--- config.mk ---
export PLATFORM = sky130hd
export DESIGN_NAME = throttle_sensor_calibrate_normalize_flat
export DESIGN_NICKNAME = d
export VERILOG_FILES = /design/src/hdl/tscn_pkg.sv /design/src/hdl/tscn_if.sv /design/src/hdl/tscn_ctrl.sv /design/src/hdl/tscn_datapath.sv /design/src/hdl/throttle_sensor_calibrate_normalize.sv /design/src/flat_wrapper.sv
export SDC_FILE = /design/constraint.sdc
export NUM_CORES = 1
export LEC_CHECK = 0
export BUFFER_PORTS_ARGS = -buffer_cell sky130_fd_sc_hd__buf_2
export CELL_PAD_IN_SITES_DETAIL_PLACEMENT = 1
export CELL_PAD_IN_SITES_GLOBAL_PLACEMENT = 2
export CORE_MARGIN = 4
export CORE_UTILIZATION = 38
export DETAILED_ROUTE_END_ITERATION = 10
export PLACE_DENSITY = 0.89
export SYNTH_ARGS = -nofsm -noshare
export SYNTH_HDL_FRONTEND = slang
export SYNTH_SLANG_ARGS = --single-unit
export TNS_END_PERCENT = 20
--- constraint.sdc ---
create_clock -name clk -period 5.4 [get_ports clk]
set_input_delay 0.27 -clock clk [delete_from_list [all_inputs] [get_ports clk]]
set_output_delay 0.27 -clock clk [all_outputs]
set_load 0.1 [all_outputs]
--- src/hdl/tscn_pkg.sv ---
// Shared types and constants for the throttle sensor calibrate/normalize block.
package tscn_pkg;

    // Field widths
    localparam int MV_W      = 13;
    localparam int FUNC_W    = 2;
    localparam int STATUS_W  = 2;
    localparam int CAL_W     = 2;
    localparam int CFG_IDX_W = 3;

    typedef logic [MV_W-1:0]      mv_t;
    typedef logic [FUNC_W-1:0]    func_t;
    typedef logic [STATUS_W-1:0]  status_t;
    typedef logic [CAL_W-1:0]     cal_t;
    typedef logic [CFG_IDX_W-1:0] cfg_idx_t;

    // Operation codes
    localparam func_t FUNC_READ   = 2'd0;
    localparam func_t FUNC_CAPMIN = 2'd1;
    localparam func_t FUNC_CAPMAX = 2'd2;
    localparam func_t FUNC_REINIT = 2'd3;

    // Result status codes
    localparam status_t STATUS_OK     = 2'd0;
    localparam status_t STATUS_SENSOR = 2'd1;
    localparam status_t STATUS_SPAN   = 2'd2;

    // Calibration levels
    localparam cal_t CAL_NONE = 2'd0;
    localparam cal_t CAL_MIN  = 2'd1;
    localparam cal_t CAL_FULL = 2'd2;

    // Configuration register indexes
    localparam cfg_idx_t REG_INIT_MIN   = 3'd0;
    localparam cfg_idx_t REG_INIT_MAX   = 3'd1;
    localparam cfg_idx_t REG_MIN_SPAN   = 3'd2;
    localparam cfg_idx_t REG_VALID_LOW  = 3'd3;
    localparam cfg_idx_t REG_VALID_HIGH = 3'd4;
    localparam cfg_idx_t REG_SLEW_LIMIT = 3'd5;

    // Register reset values
    localparam mv_t RST_INIT_MIN   = 13'd500;
    localparam mv_t RST_INIT_MAX   = 13'd4500;
    localparam mv_t RST_MIN_SPAN   = 13'd300;
    localparam mv_t RST_VALID_LOW  = 13'd100;
    localparam mv_t RST_VALID_HIGH = 13'd4900;
    localparam mv_t RST_SLEW_LIMIT = 13'd500;

    // Q1.12 full scale and the number of quotient bits below it
    localparam mv_t FULL_SCALE = 13'd4096;
    localparam int  DIV_STEPS  = 12;

    // Controller to datapath commands
    typedef struct packed {
        logic load;
        logic exec;
        logic prep;
        logic div_step;
        logic finish;
    } tscn_cmd_t;

    // Datapath to controller status
    typedef struct packed {
        logic exec_short;
        logic prep_short;
        logic div_last;
    } tscn_stat_t;

endpackage

--- src/hdl/tscn_if.sv ---
// Stream interfaces for the sample input and the result output channels.
interface tscn_in_if;
    import tscn_pkg::*;

    logic  valid;
    logic  ready;
    func_t func;
    mv_t   sample_mv;

    modport source (output valid, output func, output sample_mv, input ready);
    modport sink   (input valid, input func, input sample_mv, output ready);
endinterface

interface tscn_out_if;
    import tscn_pkg::*;

    logic    valid;
    logic    ready;
    status_t status;
    mv_t     position;
    logic    calibrated;
    mv_t     last_raw_mv;

    modport source (output valid, output status, output position, output calibrated,
                    output last_raw_mv, input ready);
    modport sink   (input valid, input status, input position, input calibrated,
                    input last_raw_mv, output ready);
endinterface

--- src/hdl/tscn_ctrl.sv ---
// Sequencing state machine and output valid flag.
module tscn_ctrl (
    input  logic                clk,
    input  logic                rst_n,
    input  logic                in_valid,
    output logic                in_ready,
    output logic                out_valid,
    input  logic                out_ready,
    input  tscn_pkg::tscn_stat_t stat,
    output tscn_pkg::tscn_cmd_t  cmd
);
    import tscn_pkg::*;

    localparam logic [2:0] ST_IDLE = 3'd0;
    localparam logic [2:0] ST_EXEC = 3'd1;
    localparam logic [2:0] ST_PREP = 3'd2;
    localparam logic [2:0] ST_DIV  = 3'd3;
    localparam logic [2:0] ST_FIN  = 3'd4;

    logic [2:0] state_reg;
    logic [2:0] state_next;
    logic       out_valid_reg;
    logic       out_free;

    assign out_free  = !out_valid_reg || out_ready;
    assign in_ready  = (state_reg == ST_IDLE);
    assign out_valid = out_valid_reg;

    // Next state and commands
    always_comb
    begin
        state_next = state_reg;
        cmd        = '0;
        case (state_reg)
            ST_IDLE:
            begin
                if (in_valid)
                begin
                    cmd.load   = 1'b1;
                    state_next = ST_EXEC;
                end
            end
            ST_EXEC:
            begin
                cmd.exec   = 1'b1;
                state_next = stat.exec_short ? ST_FIN : ST_PREP;
            end
            ST_PREP:
            begin
                cmd.prep   = 1'b1;
                state_next = stat.prep_short ? ST_FIN : ST_DIV;
            end
            ST_DIV:
            begin
                cmd.div_step = 1'b1;
                if (stat.div_last)
                begin
                    state_next = ST_FIN;
                end
            end
            ST_FIN:
            begin
                // hold here while the previous result is still unclaimed
                if (out_free)
                begin
                    cmd.finish = 1'b1;
                    state_next = ST_IDLE;
                end
            end
            default:
            begin
                state_next = ST_IDLE;
            end
        endcase
    end

    // State and output valid registers
    always_ff @(posedge clk or negedge rst_n)
    begin
        if (!rst_n)
        begin
            state_reg     <= ST_IDLE;
            out_valid_reg <= 1'b0;
        end
        else
        begin
            state_reg <= state_next;
            if (cmd.finish)
            begin
                out_valid_reg <= 1'b1;
            end
            else if (out_ready)
            begin
                out_valid_reg <= 1'b0;
            end
        end
    end

endmodule

--- src/hdl/tscn_datapath.sv ---
// Configuration registers, calibration state, averaging window and span divider.
module tscn_datapath #(
    parameter int WINDOW_TAPS = 5
) (
    input  logic                 clk,
    input  logic                 rst_n,
    input  logic                 cfg_we,
    input  tscn_pkg::cfg_idx_t   cfg_index,
    input  tscn_pkg::mv_t        cfg_data,
    input  tscn_pkg::func_t      in_func,
    input  tscn_pkg::mv_t        in_sample,
    input  tscn_pkg::tscn_cmd_t  cmd,
    output tscn_pkg::tscn_stat_t stat,
    output tscn_pkg::status_t    out_status,
    output tscn_pkg::mv_t        out_position,
    output logic                 out_calibrated,
    output tscn_pkg::mv_t        out_last_raw
);
    import tscn_pkg::*;

    localparam int SLOT_W = $clog2(WINDOW_TAPS);
    localparam int SUM_W  = MV_W + $clog2(WINDOW_TAPS);
    localparam int CNT_W  = $clog2(DIV_STEPS);
    localparam logic [SLOT_W-1:0] LAST_SLOT = SLOT_W'(WINDOW_TAPS - 1);
    localparam logic [SUM_W-1:0]  TAPS_W    = SUM_W'(WINDOW_TAPS);
    localparam logic [CNT_W-1:0]  LAST_CNT  = CNT_W'(DIV_STEPS - 1);

    function automatic mv_t abs_diff(input mv_t a, input mv_t b);
        return (a > b) ? (a - b) : (b - a);
    endfunction

    // Configuration
    mv_t init_min_reg, init_max_reg, min_span_reg;
    mv_t valid_low_reg, valid_high_reg, slew_limit_reg;

    // Calibration and window state
    mv_t               min_mv_reg;
    mv_t               max_mv_reg;
    cal_t              cal_level_reg;
    mv_t               raw_hold_reg;
    mv_t               window_reg [WINDOW_TAPS];
    logic [SLOT_W-1:0] slot_reg;
    logic [SUM_W-1:0]  sum_reg;
    mv_t               last_good_reg;

    // Per-transaction work registers
    func_t                func_reg;
    mv_t                  sample_reg;
    logic [SUM_W-1:0]     base_reg;
    logic [SUM_W-1:0]     den_reg;
    logic [SUM_W-1:0]     rem_reg;
    logic [DIV_STEPS-1:0] quo_reg;
    logic [CNT_W-1:0]     cnt_reg;
    status_t              res_status_reg;
    mv_t                  res_pos_reg;

    // Output payload
    status_t out_status_reg;
    mv_t     out_position_reg;
    logic    out_cal_reg;
    mv_t     out_raw_reg;

    logic                 cap_ok;
    mv_t                  range_mv;
    logic                 span_bad;
    logic                 below_min;
    logic                 above_max;
    logic                 read_full;
    logic                 capmax_span_bad;
    logic                 reinit_span_bad;
    logic [SUM_W-1:0]     sum_upd;
    logic [SUM_W-1:0]     diff;
    logic                 sum_low;
    logic                 over_scale;
    logic [SUM_W:0]       rem_shift;
    logic                 rem_ge;
    logic [SUM_W:0]       rem_sub;
    logic [DIV_STEPS-1:0] quo_next;

    // Operation checks
    assign cap_ok = (sample_reg >= valid_low_reg) && (sample_reg <= valid_high_reg)
                    && (abs_diff(sample_reg, last_good_reg) <= slew_limit_reg);
    assign range_mv  = max_mv_reg - min_mv_reg;
    assign span_bad  = (range_mv < min_span_reg) || (range_mv == '0);
    assign below_min = sample_reg < min_mv_reg;
    assign above_max = sample_reg > max_mv_reg;
    assign read_full = (cal_level_reg == CAL_FULL) && !below_min && !above_max;
    assign capmax_span_bad = abs_diff(sample_reg, min_mv_reg) < min_span_reg;
    assign reinit_span_bad = abs_diff(init_max_reg, init_min_reg) < min_span_reg;
    // running window sum: drop the tap being overwritten, add the new sample
    assign sum_upd = sum_reg - SUM_W'(window_reg[slot_reg]) + SUM_W'(sample_reg);

    // Normalization setup
    assign diff       = sum_reg - base_reg;
    assign sum_low    = sum_reg <= base_reg;
    assign over_scale = diff >= den_reg;

    // One restoring division step
    assign rem_shift = {rem_reg, 1'b0};
    assign rem_ge    = rem_shift >= {1'b0, den_reg};
    assign rem_sub   = rem_shift - {1'b0, den_reg};
    assign quo_next  = {quo_reg[DIV_STEPS-2:0], rem_ge};

    assign stat.exec_short = !((func_reg == FUNC_READ) && read_full && !span_bad);
    assign stat.prep_short = sum_low || over_scale;
    assign stat.div_last   = (cnt_reg == LAST_CNT);

    assign out_status     = out_status_reg;
    assign out_position   = out_position_reg;
    assign out_calibrated = out_cal_reg;
    assign out_last_raw   = out_raw_reg;

    // Configuration registers
    always_ff @(posedge clk or negedge rst_n)
    begin
        if (!rst_n)
        begin
            init_min_reg   <= RST_INIT_MIN;
            init_max_reg   <= RST_INIT_MAX;
            min_span_reg   <= RST_MIN_SPAN;
            valid_low_reg  <= RST_VALID_LOW;
            valid_high_reg <= RST_VALID_HIGH;
            slew_limit_reg <= RST_SLEW_LIMIT;
        end
        else if (cfg_we)
        begin
            case (cfg_index)
                REG_INIT_MIN:   init_min_reg   <= cfg_data;
                REG_INIT_MAX:   init_max_reg   <= cfg_data;
                REG_MIN_SPAN:   min_span_reg   <= cfg_data;
                REG_VALID_LOW:  valid_low_reg  <= cfg_data;
                REG_VALID_HIGH: valid_high_reg <= cfg_data;
                REG_SLEW_LIMIT: slew_limit_reg <= cfg_data;
                default:        ;
            endcase
        end
    end

    // Calibration state and window update, done in the execute cycle
    always_ff @(posedge clk or negedge rst_n)
    begin
        if (!rst_n)
        begin
            min_mv_reg    <= RST_INIT_MIN;
            max_mv_reg    <= RST_INIT_MAX;
            cal_level_reg <= CAL_NONE;
            raw_hold_reg  <= '0;
            slot_reg      <= '0;
            sum_reg       <= '0;
            last_good_reg <= '0;
            for (int i = 0; i < WINDOW_TAPS; i++)
            begin
                window_reg[i] <= '0;
            end
        end
        else if (cmd.exec)
        begin
            case (func_reg)
                FUNC_READ:
                begin
                    raw_hold_reg <= sample_reg;
                    if (read_full)
                    begin
                        window_reg[slot_reg] <= sample_reg;
                        slot_reg <= (slot_reg == LAST_SLOT) ? '0 : slot_reg + 1'b1;
                        sum_reg  <= sum_upd;
                    end
                end
                FUNC_CAPMIN:
                begin
                    if (cap_ok)
                    begin
                        last_good_reg <= sample_reg;
                        min_mv_reg    <= sample_reg;
                        cal_level_reg <= CAL_MIN;
                    end
                end
                FUNC_CAPMAX:
                begin
                    if (cap_ok)
                    begin
                        last_good_reg <= sample_reg;
                        max_mv_reg    <= sample_reg;
                        if (!capmax_span_bad)
                        begin
                            cal_level_reg <= CAL_FULL;
                        end
                    end
                end
                FUNC_REINIT:
                begin
                    min_mv_reg    <= init_min_reg;
                    max_mv_reg    <= init_max_reg;
                    cal_level_reg <= CAL_NONE;
                    raw_hold_reg  <= '0;
                    slot_reg      <= '0;
                    sum_reg       <= '0;
                    for (int i = 0; i < WINDOW_TAPS; i++)
                    begin
                        window_reg[i] <= '0;
                    end
                end
                default: ;
            endcase
        end
    end

    // Work registers: operands, divider and result
    always_ff @(posedge clk)
    begin
        if (cmd.load)
        begin
            func_reg   <= in_func;
            sample_reg <= in_sample;
        end

        if (cmd.exec)
        begin
            base_reg <= SUM_W'(min_mv_reg) * TAPS_W;
            den_reg  <= SUM_W'(range_mv) * TAPS_W;
            // a calibrated read above max saturates, all other short paths give zero
            res_pos_reg <= ((func_reg == FUNC_READ) && (cal_level_reg == CAL_FULL)
                            && !below_min && above_max) ? FULL_SCALE : '0;
            case (func_reg)
                FUNC_READ:
                begin
                    res_status_reg <= STATUS_OK;
                end
                FUNC_CAPMIN:
                begin
                    res_status_reg <= cap_ok ? STATUS_OK : STATUS_SENSOR;
                end
                FUNC_CAPMAX:
                begin
                    if (!cap_ok)
                    begin
                        res_status_reg <= STATUS_SENSOR;
                    end
                    else
                    begin
                        res_status_reg <= capmax_span_bad ? STATUS_SPAN : STATUS_OK;
                    end
                end
                FUNC_REINIT:
                begin
                    res_status_reg <= reinit_span_bad ? STATUS_SPAN : STATUS_OK;
                end
                default:
                begin
                    res_status_reg <= STATUS_OK;
                end
            endcase
        end

        // window mean at or above max gives full scale, at or below min gives zero
        if (cmd.prep)
        begin
            res_pos_reg <= (!sum_low && over_scale) ? FULL_SCALE : '0;
            rem_reg     <= diff;
            cnt_reg     <= '0;
        end

        if (cmd.div_step)
        begin
            rem_reg <= rem_ge ? SUM_W'(rem_sub) : SUM_W'(rem_shift);
            quo_reg <= quo_next;
            cnt_reg <= cnt_reg + 1'b1;
            if (stat.div_last)
            begin
                res_pos_reg <= MV_W'(quo_next);
            end
        end

        if (cmd.finish)
        begin
            out_status_reg   <= res_status_reg;
            out_position_reg <= res_pos_reg;
            out_cal_reg      <= (cal_level_reg == CAL_FULL);
            out_raw_reg      <= raw_hold_reg;
        end
    end

endmodule

--- src/hdl/throttle_sensor_calibrate_normalize.sv ---
// Top level of the throttle sensor calibrate/normalize block.
//
// Usage:
//   in_ch carries one transaction per operation: func (read position,
//   capture min, capture max, reinitialize) and sample_mv. out_ch returns
//   exactly one result transaction per input: status, position (Q1.12,
//   4096 = full open), calibrated and last_raw_mv.
//   The user must write registers through cfg_we/cfg_index/cfg_data, one
//   per cycle, while no transaction is in flight; the block does not check.
// Sequence:
//   Captures, reinitialize and reads that saturate or are not calibrated
//   skip the divider and go from execute, through setup where needed, to
//   the output load. A read that needs normalization takes execute, setup,
//   12 steps of the restoring divider (one quotient bit per cycle), then
//   the output load. One transaction is processed at a time, so the input
//   accepts again in the cycle after the result is loaded.
// Reset: rst_n clears the state machine, calibration state, the averaging
//   window and loads the register defaults; no result is pending.
// Stall: the result sits in an output register while out_ch.ready is low;
//   a finished transaction waits in its last step until that register frees.
module throttle_sensor_calibrate_normalize #(
    parameter int WINDOW_TAPS = 5
) (
    input  logic               clk,
    input  logic               rst_n,
    input  logic               cfg_we,
    input  tscn_pkg::cfg_idx_t cfg_index,
    input  tscn_pkg::mv_t      cfg_data,
    tscn_in_if.sink            in_ch,
    tscn_out_if.source         out_ch
);
    import tscn_pkg::*;

    tscn_cmd_t  cmd;
    tscn_stat_t stat;

    // Sequencer
    tscn_ctrl u_ctrl (
        .clk       (clk),
        .rst_n     (rst_n),
        .in_valid  (in_ch.valid),
        .in_ready  (in_ch.ready),
        .out_valid (out_ch.valid),
        .out_ready (out_ch.ready),
        .stat      (stat),
        .cmd       (cmd)
    );

    // Datapath
    tscn_datapath #(
        .WINDOW_TAPS (WINDOW_TAPS)
    ) u_datapath (
        .clk            (clk),
        .rst_n          (rst_n),
        .cfg_we         (cfg_we),
        .cfg_index      (cfg_index),
        .cfg_data       (cfg_data),
        .in_func        (in_ch.func),
        .in_sample      (in_ch.sample_mv),
        .cmd            (cmd),
        .stat           (stat),
        .out_status     (out_ch.status),
        .out_position   (out_ch.position),
        .out_calibrated (out_ch.calibrated),
        .out_last_raw   (out_ch.last_raw_mv)
    );

endmodule

--- src/flat_wrapper.sv ---
// flat-port wrapper written by rule: the top's interface ports become plain ports
module throttle_sensor_calibrate_normalize_flat import tscn_pkg::*;
#(
    parameter int WINDOW_TAPS = 5
)
  (clk, rst_n, cfg_we, cfg_index, cfg_data, in_ch_valid, in_ch_func, in_ch_sample_mv, in_ch_ready, out_ch_valid, out_ch_status, out_ch_position, out_ch_calibrated, out_ch_last_raw_mv, out_ch_ready);
  tscn_in_if in_ch_i ();
  tscn_out_if out_ch_i ();
  input  logic clk;
  input  logic rst_n;
  input  logic cfg_we;
  input  tscn_pkg::cfg_idx_t cfg_index;
  input  tscn_pkg::mv_t cfg_data;
  input wire logic [$bits(in_ch_i.valid)-1:0] in_ch_valid;
  input wire logic [$bits(in_ch_i.func)-1:0] in_ch_func;
  input wire logic [$bits(in_ch_i.sample_mv)-1:0] in_ch_sample_mv;
  output wire logic [$bits(in_ch_i.ready)-1:0] in_ch_ready;
  output wire logic [$bits(out_ch_i.valid)-1:0] out_ch_valid;
  output wire logic [$bits(out_ch_i.status)-1:0] out_ch_status;
  output wire logic [$bits(out_ch_i.position)-1:0] out_ch_position;
  output wire logic [$bits(out_ch_i.calibrated)-1:0] out_ch_calibrated;
  output wire logic [$bits(out_ch_i.last_raw_mv)-1:0] out_ch_last_raw_mv;
  input wire logic [$bits(out_ch_i.ready)-1:0] out_ch_ready;
  assign in_ch_i.valid = in_ch_valid;
  assign in_ch_i.func = in_ch_func;
  assign in_ch_i.sample_mv = in_ch_sample_mv;
  assign in_ch_ready = in_ch_i.ready;
  assign out_ch_valid = out_ch_i.valid;
  assign out_ch_status = out_ch_i.status;
  assign out_ch_position = out_ch_i.position;
  assign out_ch_calibrated = out_ch_i.calibrated;
  assign out_ch_last_raw_mv = out_ch_i.last_raw_mv;
  assign out_ch_i.ready = out_ch_ready;
  throttle_sensor_calibrate_normalize #(.WINDOW_TAPS(WINDOW_TAPS)) u_core (.clk(clk), .rst_n(rst_n), .cfg_we(cfg_we), .cfg_index(cfg_index), .cfg_data(cfg_data), .in_ch(in_ch_i), .out_ch(out_ch_i));
endmodule
==> results.txt <==
net count after synthesis: 2820
count of inserted antenna diode cells: 0
Clock Pin Slew Worst Setup and Hold Paths: 0.06 ns
signal arrival time at the worst endpoint: 5.62 ns
number of H-tree levels: 2
clk_lat worst skew: 0.60 ns
fraction of registers with async set or reset after synthesis: 0.6433
flip-flop and latch count after synthesis: 342
maximum fanout along the worst path: 8
run status: complete, no violations
number of cell instances on the worst register-to-register path: 17
count of clock tree sinks: 342
count of max-cap constraint violations: 0
startpoint type of the worst setup path: register
HPWL after DPL: 59560 um
count of routing violations after the opening detailed-route iteration: 1252
die width: 258.8 um
class of the worst hold path: in -> reg
min cycle time layout: 5.130 ns
biggest area contributors in the synthesized netlist: sky130_fd_sc_hd__dfrtp_1 19%, sky130_fd_sc_hd__ha_1 15%, sky130_fd_sc_hd__edfxtp_1 14%, sky130_fd_sc_hd__o21ai_0 4.6%, sky130_fd_sc_hd__dfstp_2 4.4%
critical path required time: 5.89 ns
vias: 19270
final period utilization: 0.9500
most numerous cell types in the synthesized netlist: 291 x sky130_fd_sc_hd__ha_1, 265 x sky130_fd_sc_hd__inv_1, 229 x sky130_fd_sc_hd__nand2_1, 221 x sky130_fd_sc_hd__o21ai_0, 180 x sky130_fd_sc_hd__dfrtp_1
slew at the pin closest to its max-slew limit: 1.327 ns
fill cell total of the finished layout: 7030
top cell type's share of synthesized area: 0.1885
worst-case clock skew: 0.05129 ns
aggregate routed wire length: 78520 um
number of buffers created by CTS: 42
Post-synth EDFFs: 109
Area Growth Syn to Fin: 13.21%
Setup crit start: u_core.u_datapath.min_mv_reg[5]
critical path type: reg -> reg
average via count per standard cell: 5.609
count of different cell masters after synthesis: 78
Rows: 91
remaining max-slew budget at the tightest pin: 0.1044
final number of setup-violating endpoints: 0
wire length of the first global-routing pass: 122300 um
Final Hold Viols: 0
post-synth top area cell: sky130_fd_sc_hd__dfrtp_1
die footprint: 0.06696 mm2
total setup buffers inserted after CTS: 0
via count of the first global-routing pass: 20680
final weighted congestion of routability-driven global placement: 0.9340
pin count of the biggest net entering global routing: 148
Hold Slack: 0.03633 ns
vertical die dimension: 258.8 um
mean instance size in the synthesized netlist: 9.679 um2
IO Count: 67
GRT overflow: 0
worst setup path end: u_core.u_datapath.cal_level_reg[1]
router iterations before antenna repair: 5
reg2reg start: u_core.u_datapath.min_mv_reg[5]
area of the mapped netlist: 0.02390 mm2
Fmax achieved: 194.9 MHz
count of buffers from port buffering: 66
Final Slew Violations: 0
Final Net Count: 2915
Critical Path End Type: register
worst reg2reg path endpoint: u_core.u_datapath.cal_level_reg[1]
detailed-route DRC error count: 0
dominant cell by count in the synthesized netlist: sky130_fd_sc_hd__ha_1
total global routing track utilization: 0.2327
Reg2Reg Setup Slack: 0.27 ns
CTS tree: done
number of instances in the synthesized netlist: 2469
proportion of layout cells with a drive suffix above 1: 0.1147
clock root buffer master: sky130_fd_sc_hd__clkbuf_16
core outline area: 0.06194 mm2
initial core utilization: 0.3858
deepest clock path buffer count: 3
primary flip-flop cell chosen by synthesis mapping: sky130_fd_sc_hd__dfrtp_1
number of flip-flops under the largest register name: 65
average wire length per cell after detail routing: 22.86 um
number of nets still failing antenna checks after routing: 0
initial antenna violation count: 3
sequential share of the synthesized area: 0.3803
Yosys warning count: 0
## what timing repair did
action                     4_1_cts  5_1_grt
hold buffers                    26        0
gates resized for setup          0        5
hold endpoints to repair       107        0
setup endpoints to repair        0       41
## critical path: stages, from the launching register on
cell	delay, ns
sky130_fd_sc_hd__dfstp_2	0.57
sky130_fd_sc_hd__inv_1	0.08
sky130_fd_sc_hd__ha_1	0.43
sky130_fd_sc_hd__a21o_1	0.25
sky130_fd_sc_hd__a221oi_1	0.34
sky130_fd_sc_hd__nand2b_1	0.19
sky130_fd_sc_hd__and3_1	0.29
sky130_fd_sc_hd__nor2_2	0.09
sky130_fd_sc_hd__mux2_1	0.32
sky130_fd_sc_hd__o41a_1	0.48
sky130_fd_sc_hd__nor2_1	0.18
sky130_fd_sc_hd__xnor2_1	0.16
sky130_fd_sc_hd__ha_1	0.28
sky130_fd_sc_hd__a2111oi_0	0.45
sky130_fd_sc_hd__a21oi_1	0.13
sky130_fd_sc_hd__a2111o_1	0.44
sky130_fd_sc_hd__and3_1	0.22
sky130_fd_sc_hd__o21a_1	0.16
## metal layers
| layer | GRT usage | share of wire |
|---|---|---|
| met4 | 0.08411 | 0.039 |
| met5 | 0 | 0 |
| met3 | 0.03811 | 0.054 |
| met1 | 0.3141 | 0.44 |
| met2 | 0.3788 | 0.46 |
## metrics by stage
stage	TNS (ns)	worst slack, ns	util	cells	cell area [um2]
detailed placement	0	0.2244	0.4101	3331	25400
floorplan	0	0.2210	-	2469	23900
finish	0	0.2702	0.4368	3435	27050
CTS	0	0.1182	0.4364	3435	27030
global route	-0.03989	-0.01704	0.4368	3435	27050
global placement	0	0.4696	0.4101	3331	25400
## area by class of cell
cell class                      instances  area [um2]  share of cell area
Multi-Input combinational cell       1767       13500              0.4991
Sequential cell                       342        9089              0.3360
Clock buffer                           53        1124             0.04153
Timing Repair Buffer                  146        1047             0.03871
Tap cell                              837        1047             0.03871
Inverter                              265       994.7             0.03677
Clock inverter                         25       249.0            0.009204
## worst min path at each step
stage                      from                                  end  slack (ns)  depth (start not counted)
global route        cfg_data[0]    u_core.u_datapath.init_max_reg[0]        0.03                          3
floorplan                 rst_n              u_core.u_ctrl.out_valid       -0.03                          0
detailed placement        rst_n     u_core.u_datapath.window_reg[47]        0.31                          1
finish              cfg_data[9]  u_core.u_datapath.valid_high_reg[9]        0.04                          3
CTS                 cfg_data[9]  u_core.u_datapath.valid_high_reg[9]       0.008                          3
global placement          rst_n     u_core.u_datapath.window_reg[47]        0.30                          1
## layout by cell type, fill, tap and decap left out, types with 16 or more instances in the layout
cell / instances
sky130_fd_sc_hd__nor3_1: 31
sky130_fd_sc_hd__mux2i_1: 75
sky130_fd_sc_hd__ha_1: 290
sky130_fd_sc_hd__a21o_1: 61
sky130_fd_sc_hd__a21oi_1: 124
sky130_fd_sc_hd__buf_4: 50
sky130_fd_sc_hd__fa_1: 24
sky130_fd_sc_hd__xor2_1: 27
sky130_fd_sc_hd__nor2b_1: 21
sky130_fd_sc_hd__a21boi_0: 33
sky130_fd_sc_hd__dfrtp_1: 180
sky130_fd_sc_hd__nand2b_1: 33
sky130_fd_sc_hd__a22o_1: 18
sky130_fd_sc_hd__nand4_1: 19
sky130_fd_sc_hd__dfstp_2: 40
sky130_fd_sc_hd__xnor2_1: 67
sky130_fd_sc_hd__o21bai_1: 26
sky130_fd_sc_hd__a22oi_1: 68
sky130_fd_sc_hd__mux2_2: 37
sky130_fd_sc_hd__nand2_1: 229
sky130_fd_sc_hd__o31ai_1: 16
sky130_fd_sc_hd__buf_2: 65
sky130_fd_sc_hd__nand3_1: 42
sky130_fd_sc_hd__inv_1: 264
sky130_fd_sc_hd__o21ai_0: 221
sky130_fd_sc_hd__edfxtp_1: 109
sky130_fd_sc_hd__o21a_1: 29
sky130_fd_sc_hd__clkbuf_16: 43
sky130_fd_sc_hd__nor2_1: 94
sky130_fd_sc_hd__dlygate4sd3_1: 26
## cell families after synthesis
group | count (synthesis) | share of synthesized area
simple gates | 539 | 0.1067
flops | 342 | 0.3803
fa+ha+maj | 315 | 0.1725
mux | 126 | 0.06157
buf+inv | 360 | 0.05833
compound gates | 693 | 0.1861
xor+xnor | 94 | 0.03445
Power is left out: the tool's default activity adds up to more than one toggle a clock period on the data nets, which glitch-free logic cannot reach.
